### src/hdl/b64e_pkg.sv
package b64e_pkg;

	// Position of a byte within its 3-byte group
	typedef enum logic [2:0] {
		PH_FIRST  = 3'b001,
		PH_SECOND = 3'b010,
		PH_THIRD  = 3'b100
	} phase_t;

	typedef struct packed {
		logic [7:0] data_byte;
		logic       end_of_message;
	} byte_item_t;

	typedef struct packed {
		logic [6:0] out_char;
		logic       last_of_run;
	} char_item_t;

	// Registered request handed from the input stage to the output buffer
	typedef struct packed {
		logic [7:0] data_byte;
		logic       eom;
		phase_t     phase;
		logic [3:0] carry;
	} enc_req_t;

	typedef struct packed {
		logic [5:0] sextet0;
		logic [5:0] sextet1;
		logic       two;
	} enc_pair_t;

	localparam logic [6:0] ASC_UPPER_A = 7'd65;
	localparam logic [6:0] ASC_LOWER_A = 7'd97;
	localparam logic [6:0] ASC_DIGIT_0 = 7'd48;
	localparam logic [6:0] ASC_PLUS    = 7'd43;
	localparam logic [6:0] ASC_SLASH   = 7'd47;

	function automatic logic [6:0] sextet_to_ascii(input logic [5:0] s);
		logic [6:0] s7;
		s7 = {1'b0, s};
		if (s < 6'd26)
			return ASC_UPPER_A + s7;
		else if (s < 6'd52)
			return ASC_LOWER_A + s7 - 7'd26;
		else if (s < 6'd62)
			return ASC_DIGIT_0 + s7 - 7'd52;
		else if (s == 6'd62)
			return ASC_PLUS;
		else
			return ASC_SLASH;
	endfunction

	function automatic enc_pair_t encode(input enc_req_t r);
		enc_pair_t p;
		unique case (r.phase)
			PH_SECOND: begin
				p.sextet0 = {r.carry[1:0], r.data_byte[7:4]};
				p.sextet1 = {r.data_byte[3:0], 2'b00};
				p.two     = r.eom;
			end
			PH_THIRD: begin
				p.sextet0 = {r.carry, r.data_byte[7:6]};
				p.sextet1 = r.data_byte[5:0];
				p.two     = 1'b1;
			end
			default: begin
				p.sextet0 = r.data_byte[7:2];
				p.sextet1 = {r.data_byte[1:0], 4'b0000};
				p.two     = r.eom;
			end
		endcase
		return p;
	endfunction

endpackage

### src/hdl/b64e_byte_if.sv
interface b64e_byte_if;
	import b64e_pkg::*;

	logic       valid;
	logic       ready;
	byte_item_t payload;

	modport source(output valid, output payload, input ready);
	modport sink(input valid, input payload, output ready);
endinterface

### src/hdl/b64e_char_if.sv
interface b64e_char_if;
	import b64e_pkg::*;

	logic       valid;
	logic       ready;
	char_item_t payload;

	modport source(output valid, output payload, input ready);
	modport sink(input valid, input payload, output ready);
endinterface

### src/hdl/base64_byte_encoder_unit.sv
// Streaming base64 encoder (standard alphabet, no '=' padding). Bytes enter on msg with
// end_of_message on the final byte; ASCII characters leave on chars, last_of_run marking the
// final character caused by each byte. A byte is taken every cycle while it yields one
// character and chars is ready; a byte that yields two (third byte of a group, or a last
// byte in the first or second group position) occupies the output until both leave, as the
// two-entry output buffer drains one character per cycle while chars is ready. An accepted
// byte passes the input register, then the output buffer, before its first character shows
// valid. The buffer refills in the cycle its last character leaves, so single-character
// bytes stream at one per cycle unless stalled, when the input register holds one more byte.
module base64_byte_encoder_unit (
	input logic         clk,
	input logic         arst_n,
	b64e_byte_if.sink   msg,
	b64e_char_if.source chars
);
	import b64e_pkg::*;

	enc_req_t req;
	logic     req_valid;
	logic     req_ready;

	b64e_in_stage u_in_stage (
		.clk       (clk),
		.arst_n    (arst_n),
		.msg       (msg),
		.req       (req),
		.req_valid (req_valid),
		.req_ready (req_ready)
	);

	b64e_out_buffer u_out_buffer (
		.clk       (clk),
		.arst_n    (arst_n),
		.req       (req),
		.req_valid (req_valid),
		.req_ready (req_ready),
		.chars     (chars)
	);

endmodule

### src/hdl/b64e_in_stage.sv
module b64e_in_stage (
	input  logic               clk,
	input  logic               arst_n,
	b64e_byte_if.sink          msg,
	output b64e_pkg::enc_req_t req,
	output logic               req_valid,
	input  logic               req_ready
);
	import b64e_pkg::*;

	phase_t     phase_q;
	logic [3:0] carry_q;
	logic       valid_s1;
	enc_req_t   req_s1;
	logic       accept;

	assign msg.ready = !valid_s1 || req_ready;
	assign accept    = msg.valid && msg.ready;
	assign req       = req_s1;
	assign req_valid = valid_s1;

	always_ff @(posedge clk or negedge arst_n) begin
		if (!arst_n) begin
			phase_q  <= PH_FIRST;
			carry_q  <= 4'd0;
			valid_s1 <= 1'b0;
		end else begin
			if (accept) begin
				valid_s1 <= 1'b1;
				if (msg.payload.end_of_message) begin
					phase_q <= PH_FIRST;
					carry_q <= 4'd0;
				end else begin
					unique case (phase_q)
						PH_SECOND: begin
							phase_q <= PH_THIRD;
							carry_q <= msg.payload.data_byte[3:0];
						end
						PH_THIRD: begin
							phase_q <= PH_FIRST;
							carry_q <= 4'd0;
						end
						default: begin
							phase_q <= PH_SECOND;
							carry_q <= {2'b00, msg.payload.data_byte[1:0]};
						end
					endcase
				end
			end else if (req_ready) begin
				valid_s1 <= 1'b0;
			end
		end
	end

	always_ff @(posedge clk) begin
		if (accept) begin
			req_s1.data_byte <= msg.payload.data_byte;
			req_s1.eom       <= msg.payload.end_of_message;
			req_s1.phase     <= phase_q;
			req_s1.carry     <= carry_q;
		end
	end

	a_eom_resets_group: assert property (@(posedge clk) disable iff (!arst_n)
		(accept && msg.payload.end_of_message) |=> (phase_q == PH_FIRST && carry_q == 4'd0))
		else $error("group state not cleared after last byte");

	a_first_no_carry: assert property (@(posedge clk) disable iff (!arst_n)
		(phase_q == PH_FIRST) |-> (carry_q == 4'd0))
		else $error("carry bits left at group start");

	a_stall_holds_req: assert property (@(posedge clk) disable iff (!arst_n)
		(valid_s1 && !req_ready) |=> (valid_s1 && req_s1 == $past(req_s1)))
		else $error("pending request lost while stalled");

endmodule

### src/hdl/b64e_out_buffer.sv
module b64e_out_buffer (
	input  logic               clk,
	input  logic               arst_n,
	input  b64e_pkg::enc_req_t req,
	input  logic               req_valid,
	output logic               req_ready,
	b64e_char_if.source        chars
);
	import b64e_pkg::*;

	logic [1:0] cnt_q;
	logic [6:0] char0_q;
	logic [6:0] char1_q;
	logic       last0_q;
	logic       last1_q;
	enc_pair_t  pair;
	logic       take;
	logic       load;

	assign pair      = encode(req);
	assign take      = chars.valid && chars.ready;
	// free when empty, or when the single held char leaves this cycle
	assign req_ready = (cnt_q == 2'd0) || (cnt_q == 2'd1 && chars.ready);
	assign load      = req_valid && req_ready;

	assign chars.valid               = (cnt_q != 2'd0);
	assign chars.payload.out_char    = char0_q;
	assign chars.payload.last_of_run = last0_q;

	always_ff @(posedge clk or negedge arst_n) begin
		if (!arst_n) begin
			cnt_q <= 2'd0;
		end else begin
			if (load)
				cnt_q <= pair.two ? 2'd2 : 2'd1;
			else if (take)
				cnt_q <= cnt_q - 2'd1;
		end
	end

	always_ff @(posedge clk) begin
		if (load) begin
			char0_q <= sextet_to_ascii(pair.sextet0);
			char1_q <= sextet_to_ascii(pair.sextet1);
			last0_q <= !pair.two;
			last1_q <= 1'b1;
		end else if (take) begin
			char0_q <= char1_q;
			last0_q <= last1_q;
		end
	end

	a_cnt_range: assert property (@(posedge clk) disable iff (!arst_n)
		cnt_q != 2'd3)
		else $error("output buffer count out of range");

	a_pair_flags: assert property (@(posedge clk) disable iff (!arst_n)
		(cnt_q == 2'd2) |-> (!last0_q && last1_q))
		else $error("run-end flags wrong on held pair");

	a_shift_second: assert property (@(posedge clk) disable iff (!arst_n)
		(take && cnt_q == 2'd2) |=> (cnt_q == 2'd1 && char0_q == $past(char1_q) && last0_q))
		else $error("second char not advanced");

endmodule

### src/flat_wrapper.sv
// flat-port wrapper written by rule: the top's interface ports become plain ports
module base64_byte_encoder_unit_flat import b64e_pkg::*;
  (clk, arst_n, msg_valid, msg_payload, msg_ready, chars_valid, chars_payload, chars_ready);
  b64e_byte_if msg_i ();
  b64e_char_if chars_i ();
  input logic clk;
  input logic arst_n;
  input wire logic [$bits(msg_i.valid)-1:0] msg_valid;
  input wire logic [$bits(msg_i.payload)-1:0] msg_payload;
  output wire logic [$bits(msg_i.ready)-1:0] msg_ready;
  output wire logic [$bits(chars_i.valid)-1:0] chars_valid;
  output wire logic [$bits(chars_i.payload)-1:0] chars_payload;
  input wire logic [$bits(chars_i.ready)-1:0] chars_ready;
  assign msg_i.valid = msg_valid;
  assign msg_i.payload = msg_payload;
  assign msg_ready = msg_i.ready;
  assign chars_valid = chars_i.valid;
  assign chars_payload = chars_i.payload;
  assign chars_i.ready = chars_ready;
  base64_byte_encoder_unit u_core (.clk(clk), .arst_n(arst_n), .msg(msg_i), .chars(chars_i));
endmodule
### config.mk
export PLATFORM = sky130hd
export DESIGN_NAME = base64_byte_encoder_unit_flat
export DESIGN_NICKNAME = d
export VERILOG_FILES = /design/src/hdl/b64e_pkg.sv /design/src/hdl/b64e_byte_if.sv /design/src/hdl/b64e_char_if.sv /design/src/hdl/base64_byte_encoder_unit.sv /design/src/hdl/b64e_in_stage.sv /design/src/hdl/b64e_out_buffer.sv /design/src/flat_wrapper.sv
export SDC_FILE = /design/constraint.sdc
export NUM_CORES = 1
export LEC_CHECK = 0
export ABC_AREA = 1
export BUFFER_PORTS_ARGS = -buffer_cell sky130_fd_sc_hd__buf_2
export CORE_MARGIN = 8
export CORE_UTILIZATION = 56
export CTS_BUF_LIST = sky130_fd_sc_hd__clkbuf_2
export DETAILED_ROUTE_END_ITERATION = 16
export PLACE_DENSITY = 0.87
export SYNTH_ARGS = -nofsm -noshare
export SYNTH_HDL_FRONTEND = slang
export SYNTH_HIERARCHICAL = 1
export SYNTH_SLANG_ARGS = --single-unit
### constraint.sdc
create_clock -name clk -period 2.15 [get_ports clk]
set_clock_uncertainty 0.05 [all_clocks]
set_input_delay 0.43 -clock clk [delete_from_list [all_inputs] [get_ports clk]]
set_output_delay 0.43 -clock clk [all_outputs]
set_load 0.05 [all_outputs]
* Word level (Yosys, flattened, before mapping)
Cells that the tools add are included.
Word-level totals: bits in registers 41, bits of input ports 13
Operators by class: $add $sub $neg 11, magnitude comparators 6, equality and inequality tests 7, multiplexer cells 22, reductions and logical operators 12
Operators by type and width (number):
- $mux 7 | 8
- $add 7x6->7 const A | 4
- $pmux 13 s2 | 1
- $lt 6x6->1 const B | 4
- $add 6x6->7 const A | 2
- $sub 7x5->7 const B | 2
- $sub 7x6->7 const B | 2
- $eq 6x6->1 const B | 2
- $lt 6x5->1 const B | 2
- $mux 3 | 3
- $pmux 4 s2 | 1
- $eq 3x2->1 const B | 2
- $eq 3x3->1 const B | 2
- $mux 2 | 3
- $pmux 3 s2 | 1
- $reduce_bool 2->1 | 3
- $logic_and 1x1->1 | 4
- $mux 1 | 4
- $mux 4 | 1
- $eq 2x1->1 const B | 1
- $logic_not 1->1 | 2
- $logic_not 2->1 | 1
- $logic_or 1x1->1 | 2
- $sub 2x1->2 const B | 1

* Longest topological paths before layout
depth after elaboration 8, depth in mapped cells 16, mapped depth without buffers 14

* Cells and area by module
The synthesis kept the hierarchy.
Modules (own cells, without submodules):
- b64e_out_buffer | instances 1, cells an instance 262, area each 1854.3 um^2, sequential area each 500.5 um^2
- b64e_in_stage | instances 1, cells an instance 65, area each 889.6 um^2, sequential area each 681.9 um^2

* Least setup slack after synthesis
OpenSTA, ideal clock, no wires.
path kind flip-flop to flip-flop, start point register u_core.u_in_stage.req_s1, in the netlist u_core/u_in_stage/req[6], end point register u_core.u_out_buffer.char0_q[4] (data pin), arrival 1.890 ns, slack -0.043 ns, stages on the path, launching flop included 14, buffers on the path 1, cells stage by stage edfxtp_1 -> buf_6 -> nor2_4 -> nand2_2 -> o21ai_0 -> inv_1 -> nand2_1 -> ha_1 -> nand2_1 -> xnor2_1 -> nand3_1 -> nand3_1 -> nor2_1 -> nor2_1
Between the ends: word-level cells in the longest chain between the ends 8, elaborated cells between the ends (all ways) 15, those cells by class add/sub (5); order compare (3); eq/ne (2); mux (5)
Ends and longest elaborated chain:
- start, declared | line b64e_in_stage.sv:14 | enc_req_t req_s1;
- $eq 3x3->1 / $eq 3x2->1 (equally long branches) | line b64e_pkg.sv:57 | unique case (r.phase)
- $pmux 13 s2 * | line b64e_pkg.sv:57
- $add 6x6->7 | line b64e_pkg.sv:48 | return ASC_DIGIT_0 + s7 - 7'd52;
- $sub 7x6->7 | line b64e_pkg.sv:48
- $mux 7 | line b64e_pkg.sv:47 | else if (s < 6'd62)
- $mux 7 | line b64e_pkg.sv:45 | else if (s < 6'd52)
- $mux 7 * | line b64e_pkg.sv:43 | if (s < 6'd26)
- $mux 7 * | line b64e_out_buffer.sv:42 | if (load) begin
- end signal, assigned | line b64e_out_buffer.sv:43 | char0_q <= sextet_to_ascii(pair.sextet0);
- end signal, assigned | line b64e_out_buffer.sv:48 | char0_q <= char1_q;
- end, declared | line b64e_out_buffer.sv:12 | logic [6:0] char0_q;
Mark *: on every way between the ends. The rest lies on a longest branch, timed or not. A chain may end at the register's enable or synchronous reset.

* Worst setup path in the final report
start point register u_core.u_in_stage.req_s1, in the netlist u_core/u_in_stage/req[4], end point register u_core.u_out_buffer.char1_q[5] (data pin)
Between the ends: word-level cells in the longest chain between the ends 7, elaborated cells between the ends (all ways) 14, those cells by class add/sub (5); order compare (3); eq/ne (2); mux (4)
Ends and longest elaborated chain:
- $eq 3x3->1 / $eq 3x2->1 (equally long branches) | line b64e_pkg.sv:57
- $pmux 13 s2 * | line b64e_pkg.sv:57
- $add 6x6->7 | line b64e_pkg.sv:48
- $sub 7x6->7 | line b64e_pkg.sv:48
- $mux 7 | line b64e_pkg.sv:47
- $mux 7 | line b64e_pkg.sv:45
- $mux 7 * | line b64e_pkg.sv:43
- end signal, assigned | line b64e_out_buffer.sv:44 | char1_q <= sextet_to_ascii(pair.sextet1);
- end, declared | line b64e_out_buffer.sv:13 | logic [6:0] char1_q;
Marked as above.

==> flow_summary_export.csv <==
group,metric,value,unit
clocking,cts_made_buffers,5,
synthesis,syn_avg_cell_area,8.39,µm²
power,power_frac_comb,0.647,
sta,slew_violations,0,
cells_and_area,syn2layout_area_growth,26.1,%
synthesis,syn_area,2740,µm²
place,io_buffer_count,22,
detailed_routing,viasPerCell,5.47,
synthesis,synthCells,327,
outcome,status,"finished, violations left",
global_route,first_global_vias,2289,
setup_path,cp-startpoint,"u_core/u_in_stage/req[4]",
sta,setup_violations,6,
outcome,violations,"negative setup slack",
synthesis,synth_fp_nets,350,
cells_and_area,fin_cells,462,
hold_path,hold_class,"in2reg",
global_route,gr-total-overflow,0,
detailed_routing,drt-initial-drc-count,199,
setup_path,critPathCaptureType,"flop",
clocking,cts_max_path_buffers,2,
die,coreArea,4720,µm²
detailed_routing,wl_per_cell,14.6,µm
place,hpwlAfterDp,4500,µm
power,clkPwrFrac,0.082,
power,ir_drop,1060,µV
place,place_inst,437,
place,dpl_cell_area,3100,µm²
sta,tightest_slew,0.488,ns
setup_path,crit_type,"reg2reg",
cells_and_area,fin_util,0.733,
sta,rsz0062_at_grt,"yes",
detailed_routing,drtPass1Iterations,5,
global_route,antenna_found_initial,0,
power,swShare,0.488,
die,die_area,7400,µm²
power,power.leakage,1.59,nW
clocking,cts.reportedPaths.clkPinSlew,0.20,ns
setup_path,rr_startpoint,"u_core/u_in_stage/req[4]",
die,fp.dieH,86,µm
setup_path,start_kind,"flop",
cells_and_area,drive_gt1_frac,0.377,
hold_path,hold_start,"msg_payload[6]",
setup_path,worstPathRequired,2.30,ns
sta,worst_slack,-0.162,ns
detailed_routing,wl_met3,489,µm
cells_and_area,diodes,0,
place,place_ws,-0.0745,ns
die,rows,25,
power,p_sw,2.67,mW
synthesis,synth_cell_types,36,
clocking,ctsRootBufferMaster,"clkbuf_2",
synthesis,ys_seq_area_frac,0.431,
detailed_routing,via_count,2525,
clocking,cts_tree,"done",
sta,relSlewSlack,0.674,
global_route,grt_util_all_layers,0.166,
sta,post-route-period-util,1.08,
sta,fin_tns_setup,-0.417,ns
power,power.internal,2.80,mW
clocking,cts_sinks,41,
die,die_x,86,µm
detailed_routing,top_layer_used,"met4",
run,maxCapViolations,0,
detailed_routing,wl_met1,2680,µm
synthesis,synth_seq_cells,41,
sta,max_freq,0.433,GHz
place,gp_congestion,0.929,
global_route,grt_start_max_net_pins,19,
setup_path,cp_max_fo,6,
global_route,grt_pass1_wl,9890,µm
clocking,clk_latency,0.42,ns
die,ioPinCount,23,
sta,hold_viol_final,0,
detailed_routing,routed_wl,6740,µm
cells_and_area,fin_area,3460,µm²
sta,fin_crit,2.31,ns
synthesis,yosysWarnings,6,
power,power_frac_seq,0.271,
detailed_routing,drc,0,
die,start_util,0.581,
power,p_per_area,1580,nW/µm²
cells_and_area,fillerInstances,323,
cells_and_area,nNetsFinal,417,
setup_path,cp.arrival,2.46,ns
clocking,cts-htree-levels,2,
detailed_routing,wl_met2,3390,µm
detailed_routing,ant_nets,0,
==> cell type report <==
cell class                 count  area, µm²  area share
clock buffer                   6       30.0     0.00868
clock inverter                 2       35.0      0.0101
inverter                      47        180      0.0521
multi-input combinational    234       1480       0.427
sequential                    41       1180       0.342
tap                           67       83.8      0.0242
timing repair buffer          65        473       0.137
==> critical path: stages, from the launching register on <==
cell,delay (ns)
edfxtp_1,0.50
nor2_4,0.24
nand2_4,0.13
o22ai_4,0.30
inv_2,0.09
buf_4,0.17
a21oi_4,0.19
nand2_1,0.10
nand2_1,0.07
nand3_1,0.07
nor2_1,0.14
nor2_1,0.07
==> flip-flops by register name, indices dropped and copies added, names as in the netlist <==
signal / flops
u_core/u_in_stage/phase_q: 3
u_core/u_in_stage/req: 16
u_core/u_out_buffer/last0_q: 1
u_core/u_out_buffer/char1_q: 7
u_core/u_in_stage/carry_q: 4
u_core/u_out_buffer/cnt_q: 2
u_core/u_in_stage/req_valid: 1
u_core/u_out_buffer/char0_q: 7
==> cell usage after synthesis (all sizes together) <==
cell type | n | share of area
xor2 | 5 | 0.016
dfstp | 1 | 0.0096
dfrtp | 9 | 0.082
a31oi | 1 | 0.0023
edfxtp | 31 | 0.34
o21ai | 20 | 0.042
or2 | 2 | 0.0046
nand4 | 4 | 0.0091
o22ai | 5 | 0.021
xnor2 | 4 | 0.013
a21oi | 6 | 0.021
nand3b | 1 | 0.0027
ha | 10 | 0.046
buf | 6 | 0.022
nand3 | 41 | 0.084
nand2 | 91 | 0.15
inv | 47 | 0.064
nor3 | 2 | 0.0036
nor2 | 38 | 0.061
o211ai | 3 | 0.0082
==> power groups by stage <==
stage               sequential, mW  clock [mW]  combinational (mW)
floorplan                     1.70           0                1.96
global placement              1.48           0                2.87
detailed placement            1.50           0                2.95
CTS                           1.47       0.455                3.05
global route                  1.51       0.483                3.85
finish                        1.48       0.449                3.54
==> cell families after synthesis <==
logic type | synth area share
simple gates | 0.314
buf+inv | 0.0866
flops | 0.431
compound gates | 0.0939
fa+ha+maj | 0.0456
xor+xnor | 0.0287
==> cells in the final DEF, fill, tap and decap left out, drive strengths merged <==
master,Yosys,routed
clkinvlp,0,1
ha,10,10
o22ai,5,5
buf,6,64
o211ai,3,3
nor2,38,38
nand3,41,41
xnor2,4,4
a31oi,1,1
nand2,91,92
edfxtp,31,31
clkinv,0,1
nand3b,1,1
o21ai,20,20
a21oi,6,6
bufinv,0,1
nor3,2,2
inv,47,46
xor2,5,5
dfrtp,9,9
clkbuf,0,6
or2,2,2
dlygate4sd3,0,1
nand4,4,4
dfstp,1,1
==> metal layers <==
layer / vias to the layer above / global-route usage
met2: 135 / 0.294
met1: 1159 / 0.185
li1: 1208 / -
met3: 23 / 0.0439
met5: - / 0
met4: 0 / 0.0653
==> worst paths after layout <==
path	end	slack [ns]	cells after the start
setup / recovery	u_core/u_out_buffer/char1_q[5]	-0.16	11
hold / removal	u_core/u_in_stage/req[13]	0.14	1
setup reg to reg	u_core/u_out_buffer/char1_q[5]	-0.16	11
hold reg to reg	u_core/u_in_stage/req[0]	0.42	0
max in group asynchronous	u_core/u_in_stage/phase_q[0]	1.45	2
min in group asynchronous	u_core/u_out_buffer/cnt_q[1]	0.30	2
==> stage by stage <==
stage | hold slack (ns) | total power [mW]
3_3_place_gp | 0.250 | 4.35
3_5_place_dp | 0.251 | 4.44
5_1_grt | 0.0993 | 5.85
4_1_cts | 0.127 | 4.98
6_report | 0.142 | 5.47
2_1_floorplan | 0.0844 | 3.66
==> repair_timing <==
item                                    4_1_cts  5_1_grt
hold buffers                                  1        0
buffers inserted                              2       13
cloned                                        1        0
endpoints found under the setup margin        8       16
endpoints found under the hold margin         9        0
resized for setup                             7       45
pin swaps                                     5       24
No activity file was read; power rests on OpenSTA's default activity.
